**config.mk**
```make
export PLATFORM = sky130hd
export DESIGN_NAME = overwriting_byte_ring_buffer_core
export DESIGN_NICKNAME = d
export VERILOG_FILES = /design/src/hdl/obr_pkg.sv /design/src/hdl/obr_store.sv /design/src/hdl/obr_ctrl.sv /design/src/hdl/overwriting_byte_ring_buffer_core.sv
export SDC_FILE = /design/constraint.sdc
export NUM_CORES = 2
export LEC_CHECK = 0
export BUFFER_PORTS_ARGS = -buffer_cell sky130_fd_sc_hd__buf_2
export CORE_ASPECT_RATIO = 0.6
export CORE_MARGIN = 4
export CORE_UTILIZATION = 25
export CTS_CLUSTER_DIAMETER = 80
export DETAILED_ROUTE_END_ITERATION = 8
export GPL_ROUTABILITY_DRIVEN = 0
export PLACE_DENSITY = 0.37
export SETUP_SLACK_MARGIN = 0.15
export SLEW_MARGIN = 10
export SYNTH_ARGS = -nofsm -noshare
export SYNTH_HDL_FRONTEND = slang
export SYNTH_SLANG_ARGS = --single-unit
```
**constraint.sdc**
```tcl
create_clock -name clk -period 8.8 [get_ports clk]
set_input_delay 0.44 -clock clk [delete_from_list [all_inputs] [get_ports clk]]
set_output_delay 0.44 -clock clk [all_outputs]
set_load 0.05 [all_outputs]
```
**src/hdl/obr_pkg.sv**
```systemverilog
// Shared types and constants for the overwriting byte ring buffer.
package obr_pkg;

	localparam int DEPTH_DEF = 256;
	localparam int CALC_W    = 10;
	localparam int LEN_W     = 9;

	localparam logic [LEN_W-1:0]  LEN_RESET = LEN_W'(256);
	localparam logic [CALC_W-1:0] FIND_MAX  = CALC_W'(256);

	typedef enum logic [2:0] {
		OP_WRITE = 3'd0,
		OP_READ  = 3'd1,
		OP_PEEK  = 3'd2,
		OP_AT    = 3'd3,
		OP_FIND  = 3'd4,
		OP_SEEK  = 3'd5,
		OP_SKIP  = 3'd6,
		OP_FLUSH = 3'd7
	} op_t;

	typedef enum logic [2:0] {
		ST_CLEAR,
		ST_IDLE,
		ST_FETCH,
		ST_SCAN,
		ST_RESP
	} state_t;

	typedef struct packed {
		op_t         op;
		logic [7:0]  data;
		logic [7:0]  pos;
		logic [15:0] cnt;
	} req_t;

	typedef struct packed {
		logic [7:0]       data;
		logic             found;
		logic [7:0]       offset;
		logic [LEN_W-1:0] fill;
		logic [LEN_W-1:0] free;
		logic             full;
	} rsp_t;

endpackage

```
**src/hdl/obr_store.sv**
```systemverilog
// Byte store: one write port, one read port with registered read data.
module obr_store #(
	parameter int DEPTH = obr_pkg::DEPTH_DEF
) (
	input  logic                     clk,
	input  logic                     we,
	input  logic [$clog2(DEPTH)-1:0] waddr,
	input  logic [7:0]               wdata,
	input  logic                     re,
	input  logic [$clog2(DEPTH)-1:0] raddr,
	output logic [7:0]               rdata
);

	logic [7:0] mem [DEPTH];

	// write, then register the read word
	always_ff @(posedge clk) begin
		if (we) begin
			mem[waddr] <= wdata;
		end
		if (re) begin
			rdata <= mem[raddr];
		end
	end

endmodule

```
**src/hdl/obr_ctrl.sv**
```systemverilog
// Sequencer for the ring buffer: pointers, clearing sweep, fetch and scan over the store.
module obr_ctrl #(
	parameter int DEPTH = obr_pkg::DEPTH_DEF
) (
	input  logic                         clk,
	input  logic                         arst_n,
	input  logic                         cfg_wr,
	input  logic [obr_pkg::LEN_W-1:0]    ring_len,
	input  logic                         req_valid,
	input  obr_pkg::req_t                req,
	output logic                         req_ready,
	output logic                         rsp_valid,
	output obr_pkg::rsp_t                rsp,
	input  logic                         rsp_ready
);

	localparam int AW    = $clog2(DEPTH);
	localparam int CW    = obr_pkg::CALC_W;
	localparam int LW    = obr_pkg::LEN_W;
	localparam int CLR_N = (DEPTH < 512) ? DEPTH : 512;
	localparam logic [AW-1:0] CLR_LAST = AW'(CLR_N - 1);

	// add within the ring; correct only while neither operand exceeds the length
	function automatic logic [CW-1:0] wrap_add(
		input logic [CW-1:0] a,
		input logic [CW-1:0] b,
		input logic [CW-1:0] len
	);
		logic [CW-1:0] s;
		s = a + b;
		if (s >= len) begin
			s = s - len;
		end
		return s;
	endfunction

	obr_pkg::state_t state_q, state_n;
	logic [AW-1:0]   rp_q, rp_n;
	logic [AW-1:0]   wp_q, wp_n;
	logic            ovr_q, ovr_n;
	logic [AW-1:0]   clr_q, clr_n;
	obr_pkg::op_t    op_q, op_n;
	logic [7:0]      dat_q, dat_n;
	logic [CW-1:0]   lim_q, lim_n;
	logic [CW-1:0]   iss_addr_q, iss_addr_n;
	logic [CW-1:0]   iss_cnt_q, iss_cnt_n;
	logic            cmp_valid_s1, cmp_valid_n;
	logic [CW-1:0]   cmp_cnt_s1, cmp_cnt_n;
	logic [7:0]      res_data_q, res_data_n;
	logic            res_found_q, res_found_n;
	logic [7:0]      res_off_q, res_off_n;

	logic [LW-1:0]   n;
	logic [CW-1:0]   nc, rpc, wpc, fill;
	logic [CW-1:0]   wp_inc, rp_inc, at_addr, skip_len, scan_lim, scan_adv;
	logic            hit, last;

	logic            mem_we, mem_re;
	logic [AW-1:0]   mem_waddr, mem_raddr;
	logic [7:0]      mem_wdata, mem_rdata;

	obr_store #(
		.DEPTH (DEPTH)
	) u_store (
		.clk   (clk),
		.we    (mem_we),
		.waddr (mem_waddr),
		.wdata (mem_wdata),
		.re    (mem_re),
		.raddr (mem_raddr),
		.rdata (mem_rdata)
	);

	// clamp the ring length to 1..DEPTH
	always_comb begin
		if (ring_len == '0) begin
			n = LW'(1);
		end else if (32'(ring_len) > DEPTH) begin
			n = LW'(DEPTH);
		end else begin
			n = ring_len;
		end
	end

	assign nc  = CW'(n);
	assign rpc = CW'(rp_q);
	assign wpc = CW'(wp_q);

	// fill level from the pointers and the overrun mark
	always_comb begin
		if (wpc > rpc) begin
			fill = wpc - rpc;
		end else if (wpc < rpc) begin
			fill = nc - rpc + wpc;
		end else if (ovr_q) begin
			fill = nc;
		end else begin
			fill = '0;
		end
	end

	assign wp_inc   = wrap_add(wpc, CW'(1), nc);
	assign rp_inc   = wrap_add(rpc, CW'(1), nc);
	assign at_addr  = wrap_add(rpc, CW'(req.pos), nc);
	assign skip_len = (req.cnt > 16'(fill)) ? fill : CW'(req.cnt);
	assign scan_lim = (req.op == obr_pkg::OP_FIND && fill > obr_pkg::FIND_MAX) ?
		obr_pkg::FIND_MAX : fill;

	// compare stage of the scan
	assign hit      = cmp_valid_s1 && (mem_rdata == dat_q);
	assign last     = cmp_valid_s1 && (cmp_cnt_s1 == lim_q - CW'(1));
	assign scan_adv = hit ? cmp_cnt_s1 : lim_q;

	assign req_ready = (state_q == obr_pkg::ST_IDLE);
	assign rsp_valid = (state_q == obr_pkg::ST_RESP);

	assign rsp.data   = res_data_q;
	assign rsp.found  = res_found_q;
	assign rsp.offset = res_off_q;
	assign rsp.fill   = LW'(fill);
	assign rsp.free   = n - LW'(fill);
	assign rsp.full   = ovr_q;

	// next state, pointer updates and store accesses
	always_comb begin
		state_n     = state_q;
		rp_n        = rp_q;
		wp_n        = wp_q;
		ovr_n       = ovr_q;
		clr_n       = clr_q;
		op_n        = op_q;
		dat_n       = dat_q;
		lim_n       = lim_q;
		iss_addr_n  = iss_addr_q;
		iss_cnt_n   = iss_cnt_q;
		cmp_valid_n = 1'b0;
		cmp_cnt_n   = cmp_cnt_s1;
		res_data_n  = res_data_q;
		res_found_n = res_found_q;
		res_off_n   = res_off_q;
		mem_we      = 1'b0;
		mem_waddr   = wp_q;
		mem_wdata   = req.data;
		mem_re      = 1'b0;
		mem_raddr   = rp_q;

		unique case (state_q)
			obr_pkg::ST_CLEAR: begin
				// zero one entry a cycle
				mem_we    = 1'b1;
				mem_waddr = clr_q;
				mem_wdata = '0;
				clr_n     = clr_q + AW'(1);
				if (clr_q == CLR_LAST) begin
					state_n = obr_pkg::ST_IDLE;
				end
			end
			obr_pkg::ST_IDLE: begin
				if (req_valid) begin
					op_n        = req.op;
					dat_n       = req.data;
					res_data_n  = '0;
					res_found_n = 1'b0;
					res_off_n   = '0;
					state_n     = obr_pkg::ST_RESP;
					unique case (req.op)
						obr_pkg::OP_WRITE: begin
							mem_we = 1'b1;
							wp_n   = AW'(wp_inc);
							if (ovr_q) begin
								rp_n = AW'(wp_inc);
							end else begin
								ovr_n = (wp_inc == rpc);
							end
						end
						obr_pkg::OP_READ: begin
							if (fill != '0) begin
								mem_re  = 1'b1;
								state_n = obr_pkg::ST_FETCH;
							end
						end
						obr_pkg::OP_PEEK: begin
							mem_re  = 1'b1;
							state_n = obr_pkg::ST_FETCH;
						end
						obr_pkg::OP_AT: begin
							if (CW'(req.pos) < fill) begin
								mem_re    = 1'b1;
								mem_raddr = AW'(at_addr);
								state_n   = obr_pkg::ST_FETCH;
							end
						end
						obr_pkg::OP_FIND, obr_pkg::OP_SEEK: begin
							lim_n      = scan_lim;
							iss_addr_n = rpc;
							iss_cnt_n  = '0;
							if (scan_lim != '0) begin
								state_n = obr_pkg::ST_SCAN;
							end
						end
						obr_pkg::OP_SKIP: begin
							rp_n = AW'(wrap_add(rpc, skip_len, nc));
							if (skip_len != '0) begin
								ovr_n = 1'b0;
							end
						end
						obr_pkg::OP_FLUSH: begin
							rp_n  = wp_q;
							ovr_n = 1'b0;
						end
					endcase
				end
			end
			obr_pkg::ST_FETCH: begin
				// take the word; a read also drops it
				res_data_n = mem_rdata;
				if (op_q == obr_pkg::OP_READ) begin
					rp_n  = AW'(rp_inc);
					ovr_n = 1'b0;
				end
				state_n = obr_pkg::ST_RESP;
			end
			obr_pkg::ST_SCAN: begin
				// issue the next address while the previous word is compared
				if (iss_cnt_q < lim_q) begin
					mem_re      = 1'b1;
					mem_raddr   = AW'(iss_addr_q);
					iss_addr_n  = wrap_add(iss_addr_q, CW'(1), nc);
					iss_cnt_n   = iss_cnt_q + CW'(1);
					cmp_valid_n = 1'b1;
					cmp_cnt_n   = iss_cnt_q;
				end
				if (hit || last) begin
					cmp_valid_n = 1'b0;
					state_n     = obr_pkg::ST_RESP;
					if (op_q == obr_pkg::OP_FIND) begin
						res_found_n = hit;
						res_off_n   = hit ? 8'(cmp_cnt_s1) : 8'd0;
					end else begin
						rp_n = AW'(wrap_add(rpc, scan_adv, nc));
						if (scan_adv != '0) begin
							ovr_n = 1'b0;
						end
					end
				end
			end
			obr_pkg::ST_RESP: begin
				if (rsp_ready) begin
					state_n = obr_pkg::ST_IDLE;
				end
			end
			default: begin
				state_n = obr_pkg::ST_IDLE;
			end
		endcase

		// a new ring length empties the ring and clears the store
		if (cfg_wr) begin
			state_n     = obr_pkg::ST_CLEAR;
			clr_n       = '0;
			rp_n        = '0;
			wp_n        = '0;
			ovr_n       = 1'b0;
			cmp_valid_n = 1'b0;
		end
	end

	// control state
	always_ff @(posedge clk or negedge arst_n) begin
		if (!arst_n) begin
			state_q      <= obr_pkg::ST_CLEAR;
			rp_q         <= '0;
			wp_q         <= '0;
			ovr_q        <= 1'b0;
			clr_q        <= '0;
			cmp_valid_s1 <= 1'b0;
		end else begin
			state_q      <= state_n;
			rp_q         <= rp_n;
			wp_q         <= wp_n;
			ovr_q        <= ovr_n;
			clr_q        <= clr_n;
			cmp_valid_s1 <= cmp_valid_n;
		end
	end

	// operation and result payload
	always_ff @(posedge clk) begin
		op_q        <= op_n;
		dat_q       <= dat_n;
		lim_q       <= lim_n;
		iss_addr_q  <= iss_addr_n;
		iss_cnt_q   <= iss_cnt_n;
		cmp_cnt_s1  <= cmp_cnt_n;
		res_data_q  <= res_data_n;
		res_found_q <= res_found_n;
		res_off_q   <= res_off_n;
	end

endmodule

```
**src/hdl/overwriting_byte_ring_buffer_core.sv**
```systemverilog
// Top level of the overwriting byte ring buffer: ports, length register and output register.
//
//  channel | direction | handshake           | word
//  cfg     | in        | cfg_valid/cfg_ready | ring_length
//  in      | in        | in_valid/in_ready   | operation, data_byte, position, skip_count
//  out     | out       | out_valid/out_ready | data_out, found, found_offset, fill_level,
//          |           |                     | free_space, full_flag
//
// Write, skip and flush answer straight from the idle state. Peek passes through a fetch state
// for the registered read of the byte store, and so do read and fetch at offset when a byte is
// returned. Find and seek answer at once on an empty ring, else they scan the held bytes.
// After reset and after every ring_length write, a clearing sweep over min(DEPTH, 512) entries
// zeroes the store while in_ready is low; cfg_ready stays high. A result waits in the output
// register while out_ready is low, and the next word is still taken.
module overwriting_byte_ring_buffer_core #(
	parameter int DEPTH = obr_pkg::DEPTH_DEF
) (
	input  logic                      clk,
	input  logic                      arst_n,
	input  logic                      cfg_valid,
	output logic                      cfg_ready,
	input  logic [obr_pkg::LEN_W-1:0] ring_length,
	input  logic                      in_valid,
	output logic                      in_ready,
	input  logic [2:0]                operation,
	input  logic [7:0]                data_byte,
	input  logic [7:0]                position,
	input  logic [15:0]               skip_count,
	output logic                      out_valid,
	input  logic                      out_ready,
	output logic [7:0]                data_out,
	output logic                      found,
	output logic [7:0]                found_offset,
	output logic [obr_pkg::LEN_W-1:0] fill_level,
	output logic [obr_pkg::LEN_W-1:0] free_space,
	output logic                      full_flag
);

	logic [obr_pkg::LEN_W-1:0] len_q;
	logic                      cfg_wr;
	obr_pkg::req_t             req;
	obr_pkg::rsp_t             rsp;
	obr_pkg::rsp_t             out_q;
	logic                      rsp_valid, rsp_ready;
	logic                      out_valid_q;

	assign cfg_ready = 1'b1;
	assign cfg_wr    = cfg_valid && cfg_ready;

	// hold the ring length
	always_ff @(posedge clk or negedge arst_n) begin
		if (!arst_n) begin
			len_q <= obr_pkg::LEN_RESET;
		end else if (cfg_wr) begin
			len_q <= ring_length;
		end
	end

	assign req.op   = obr_pkg::op_t'(operation);
	assign req.data = data_byte;
	assign req.pos  = position;
	assign req.cnt  = skip_count;

	obr_ctrl #(
		.DEPTH (DEPTH)
	) u_ctrl (
		.clk       (clk),
		.arst_n    (arst_n),
		.cfg_wr    (cfg_wr),
		.ring_len  (len_q),
		.req_valid (in_valid),
		.req       (req),
		.req_ready (in_ready),
		.rsp_valid (rsp_valid),
		.rsp       (rsp),
		.rsp_ready (rsp_ready)
	);

	// output register: load when empty or being drained
	assign rsp_ready = !out_valid_q || out_ready;

	always_ff @(posedge clk or negedge arst_n) begin
		if (!arst_n) begin
			out_valid_q <= 1'b0;
		end else if (rsp_valid && rsp_ready) begin
			out_valid_q <= 1'b1;
		end else if (out_ready) begin
			out_valid_q <= 1'b0;
		end
	end

	always_ff @(posedge clk) begin
		if (rsp_valid && rsp_ready) begin
			out_q <= rsp;
		end
	end

	assign out_valid    = out_valid_q;
	assign data_out     = out_q.data;
	assign found        = out_q.found;
	assign found_offset = out_q.offset;
	assign fill_level   = out_q.fill;
	assign free_space   = out_q.free;
	assign full_flag    = out_q.full;

endmodule

```
==> results.yml <==
outcome:
  status: "finished, final reports clean"
drt:
  finalWirelength_um: 396000
  drc_errors: 0
  first_iter_violations: 8856
  num_vias: 65100
  drt-pass1-iter-count: 6
  viasPerCell: 5.10
  wl_per_cell_um: 31.1
  antenna_left: 0
die:
  core_area_um2: 375000
  core.rowCount: 174
  fp.dieArea_um2: 387000
  dieHeight_um: 483
  initial_core_util_pct: 25.1
  io-pin-count: 88
  die_width_um: 800
synth:
  netlist_instances: 7236
  synth_edf_count: 2160
  synth_common_cells: "2,160 x edfxtp_1, 1,610 x nand2_1, 451 x nand3_1"
  ys_warn_count: 0
  async_reset_ff_share_pct: 1.77
  ys_types: 86
  syn_area_um2: 94200
  syn_nets: 7439
  synth.area.top_cells: "edfxtp_1 69%, nand2_1 6.4%, nand3_1 2.4%, mux2i_1 2.1%, ha_1 1.8%"
  yosysTopAreaCell: "edfxtp_1"
  postSynthAreaPerCell_um2: 13.0
  yosysTopAreaCellShare_pct: 68.9
  synth.most_common_cell: "edfxtp_1"
  synth_ff_type: "edfxtp_1"
  synth-seq-cells: 2199
  synth-seq-area-share_pct: 69.9
sta:
  report.final.slew_viol_count: 0
  rsz0062_at_grt: "yes"
  clock_skew_ns: 0.0877
  fin_crit_sh_pct: 97.8
  hold_violations: 0
  slew_headroom_pct: 6.28
  setup_viol_count_final: 0
  fmax_mhz: 116
  tightest_slew_ns: 1.40
  period_needed_ns: 8.61
grt:
  grt_pass1_wl_um: 533000
  grt_use_met1_pct: 33.1
  overflow: 0
  grt_use_met3_pct: 5.54
  grtUsageMet2_pct: 24.3
  antenna_found_initial: 49
  grt_start_max_net_pins: 145
  track_usage_pct: 19.7
  busiest_layer: "met1"
  grt_pass1_vias: 60500
critical_path:
  cp.arrival_ns: 9.41
  cp_slowest_cell: "a2111oi_4"
  path_common_cell: "buf_4"
  r2r_slack_ns: 0.19
  cpPeakStageDelay_ns: 0.85
  worstSetupPathType: "reg2reg"
  reg2reg_to: "u_ctrl.u_store.rdata[7]"
  crit_path_max_fanout: 29
  reg2reg_depth: 31
  reg2reg_from: "len_q[8]"
  cp-start-kind: "flop"
  required_ns: 9.60
  crit_path_end_kind: "flop"
cts:
  cts_max_path_buffers: 4
  cts-buffers-inserted: 220
  h-tree-depth: 4
  clk_latency_ns: 0.92
  cts_tree: "built"
  clkTransAtPathRegs_ns: 0.07
  clock-sinks: 2199
  cts_root_buf: "clkbuf_16"
layout:
  final_util_pct: 29.5
  drive_gt1_share_pct: 12.6
  design_area_um2: 111000
  n_fill_cell: 37900
  nets: 7782
  area_growth_pct: 17.4
power:
  power_per_cell_area_nw_per_um2: 249
  power_leakage_nw: 39.2
  vdd_drop_max_mv: 0.163
min_path:
  hold_path.class: "in2reg"
  min_from: "in_valid"
  hold_depth: 3
  holdPathEnd: "u_ctrl.state_q[0]"
placed_design:
  placed_area_um2: 103000
  dp_hpwl_um: 265000
  portBuffers: 86
job:
  maxCapViolations: 0
kinds of logic after synthesis:
group	count (synthesis)	synth area share (%)
xor gates and xnor gates	140	1.30
DFF	2199	69.9
buffers and inverters	513	2.33
adders and majority gates	154	2.20
muxes	261	3.37
and+or+nand+nor	2942	13.6
AOI/OAI and AO/OA	1026	7.33
other	1	0.00398
critical path: cells and delay by family, from the launching register on:
family | cells | cell delay, ns
AOI/OAI and AO/OA | 13 | 3.87
buffers and inverters | 9 | 1.71
adders and majority gates | 3 | 1.18
and+or+nand+nor | 5 | 1.02
DFF | 1 | 0.43
xor gates and xnor gates | 1 | 0.14
cell usage in the layout (no fill, tap or decap), drive strengths merged, types with 33 or more instances in the layout:
cell,count
xnor2,89
xor2,51
nand3,451
clkbuf,271
a211oi,34
nand2,1610
mux4,43
o21ai,148
nand4,109
mux2i,201
nor4,36
clkinv,86
a22oi,81
ha,135
a21o,39
nor2,422
buf,504
a21oi,256
edfxtp,2160
nor3,65
a311oi,33
o22ai,62
dfrtp,38
a31oi,102
and3,125
a32oi,78
inv,111
layer usage:
layer	wire [µm]	share of wire, %
met3	41800	11
met4	6340	1.6
met1	203000	51
met5	27	0.0068
met2	145000	37
stage by stage:
| step | power (mW) | hold slack (ns) | setup TNS [ns] | instances | worst slack, ns |
|---|---|---|---|---|---|
| 2_1_floorplan | 15.1 | 0.144 | 0 | 7236 | 0.623 |
| 3_3_place_gp | 18.0 | 0.401 | -1.88 | 12300 | -1.13 |
| 3_5_place_dp | 18.0 | 0.406 | -0.995 | 12300 | -0.482 |
| 4_1_cts | 27.5 | 0.0575 | 0 | 12700 | 0.168 |
| 5_1_grt | 28.5 | 0.0976 | 0 | 12800 | 0.0381 |
| 6_report | 27.5 | 0.129 | 0 | 12800 | 0.193 |
power breakdown:
group / switching (mW) / internal [mW] / total (mW)
Combinational: 4.49 / 2.11 / 6.60
Sequential: 0.0265 / 11.4 / 11.4
Clock: 4.33 / 5.16 / 9.49
Total: 8.85 / 18.7 / 27.5
sequential cells by signal (all words and copies together), names as in the netlist, 3 cells and up:
signal and count:
found_offset 8, u_ctrl.dat_q 8, u_ctrl.iss_addr_q 10, fill_level 9, u_ctrl.state_q 3, free_space 9, u_ctrl.op_q 3, u_ctrl.u_store.mem 2048
u_ctrl.cmp_cnt_s1 10, u_ctrl.rp_q 8, u_ctrl.wp_q 8, u_ctrl.u_store.rdata 8, len_q 9, u_ctrl.res_off_q 8, u_ctrl.clr_q 8, u_ctrl.lim_q 10
u_ctrl.res_data_q 8, data_out 8, u_ctrl.iss_cnt_q 10
worst max-delay path by stage:
stage	from	endpoint	slack, ns	depth (start not counted)
floorplan	u_ctrl.rp_q[1]	u_ctrl.rp_q[1]	0.62	42
detailed placement	len_q[8]	u_ctrl.u_store.rdata[1]	-0.48	29
global placement	len_q[8]	u_ctrl.u_store.rdata[1]	-1.13	31
global route	len_q[8]	u_ctrl.u_store.rdata[7]	0.04	31
finish	len_q[8]	u_ctrl.u_store.rdata[7]	0.19	31
CTS	len_q[8]	u_ctrl.u_store.rdata[2]	0.17	29
cell type report:
cell class | count | area [µm²] | share of cell area (%)
well taps | 5016 | 6280 | 5.68
repair buffers | 528 | 4510 | 4.07
clock inverters | 119 | 1080 | 0.973
multi-input cells | 4525 | 26700 | 24.2
flip-flops and latches | 2199 | 65800 | 59.5
diodes | 4 | 10.0 | 0.00905
clock buffers | 269 | 5750 | 5.20
inverters | 105 | 394 | 0.356
what timing repair did:
item | 4_1_cts | 5_1_grt
pin swaps | 3 | 9
gates resized for setup | 13 | 25
hold buffers | 22 | 0
setup buffers | 1 | 22
endpoints found under the setup margin | 6 | 16
endpoints found under the hold margin | 61 | 0
cloned | 1 | 3
No activity file was read; power rests on OpenSTA's default activity.
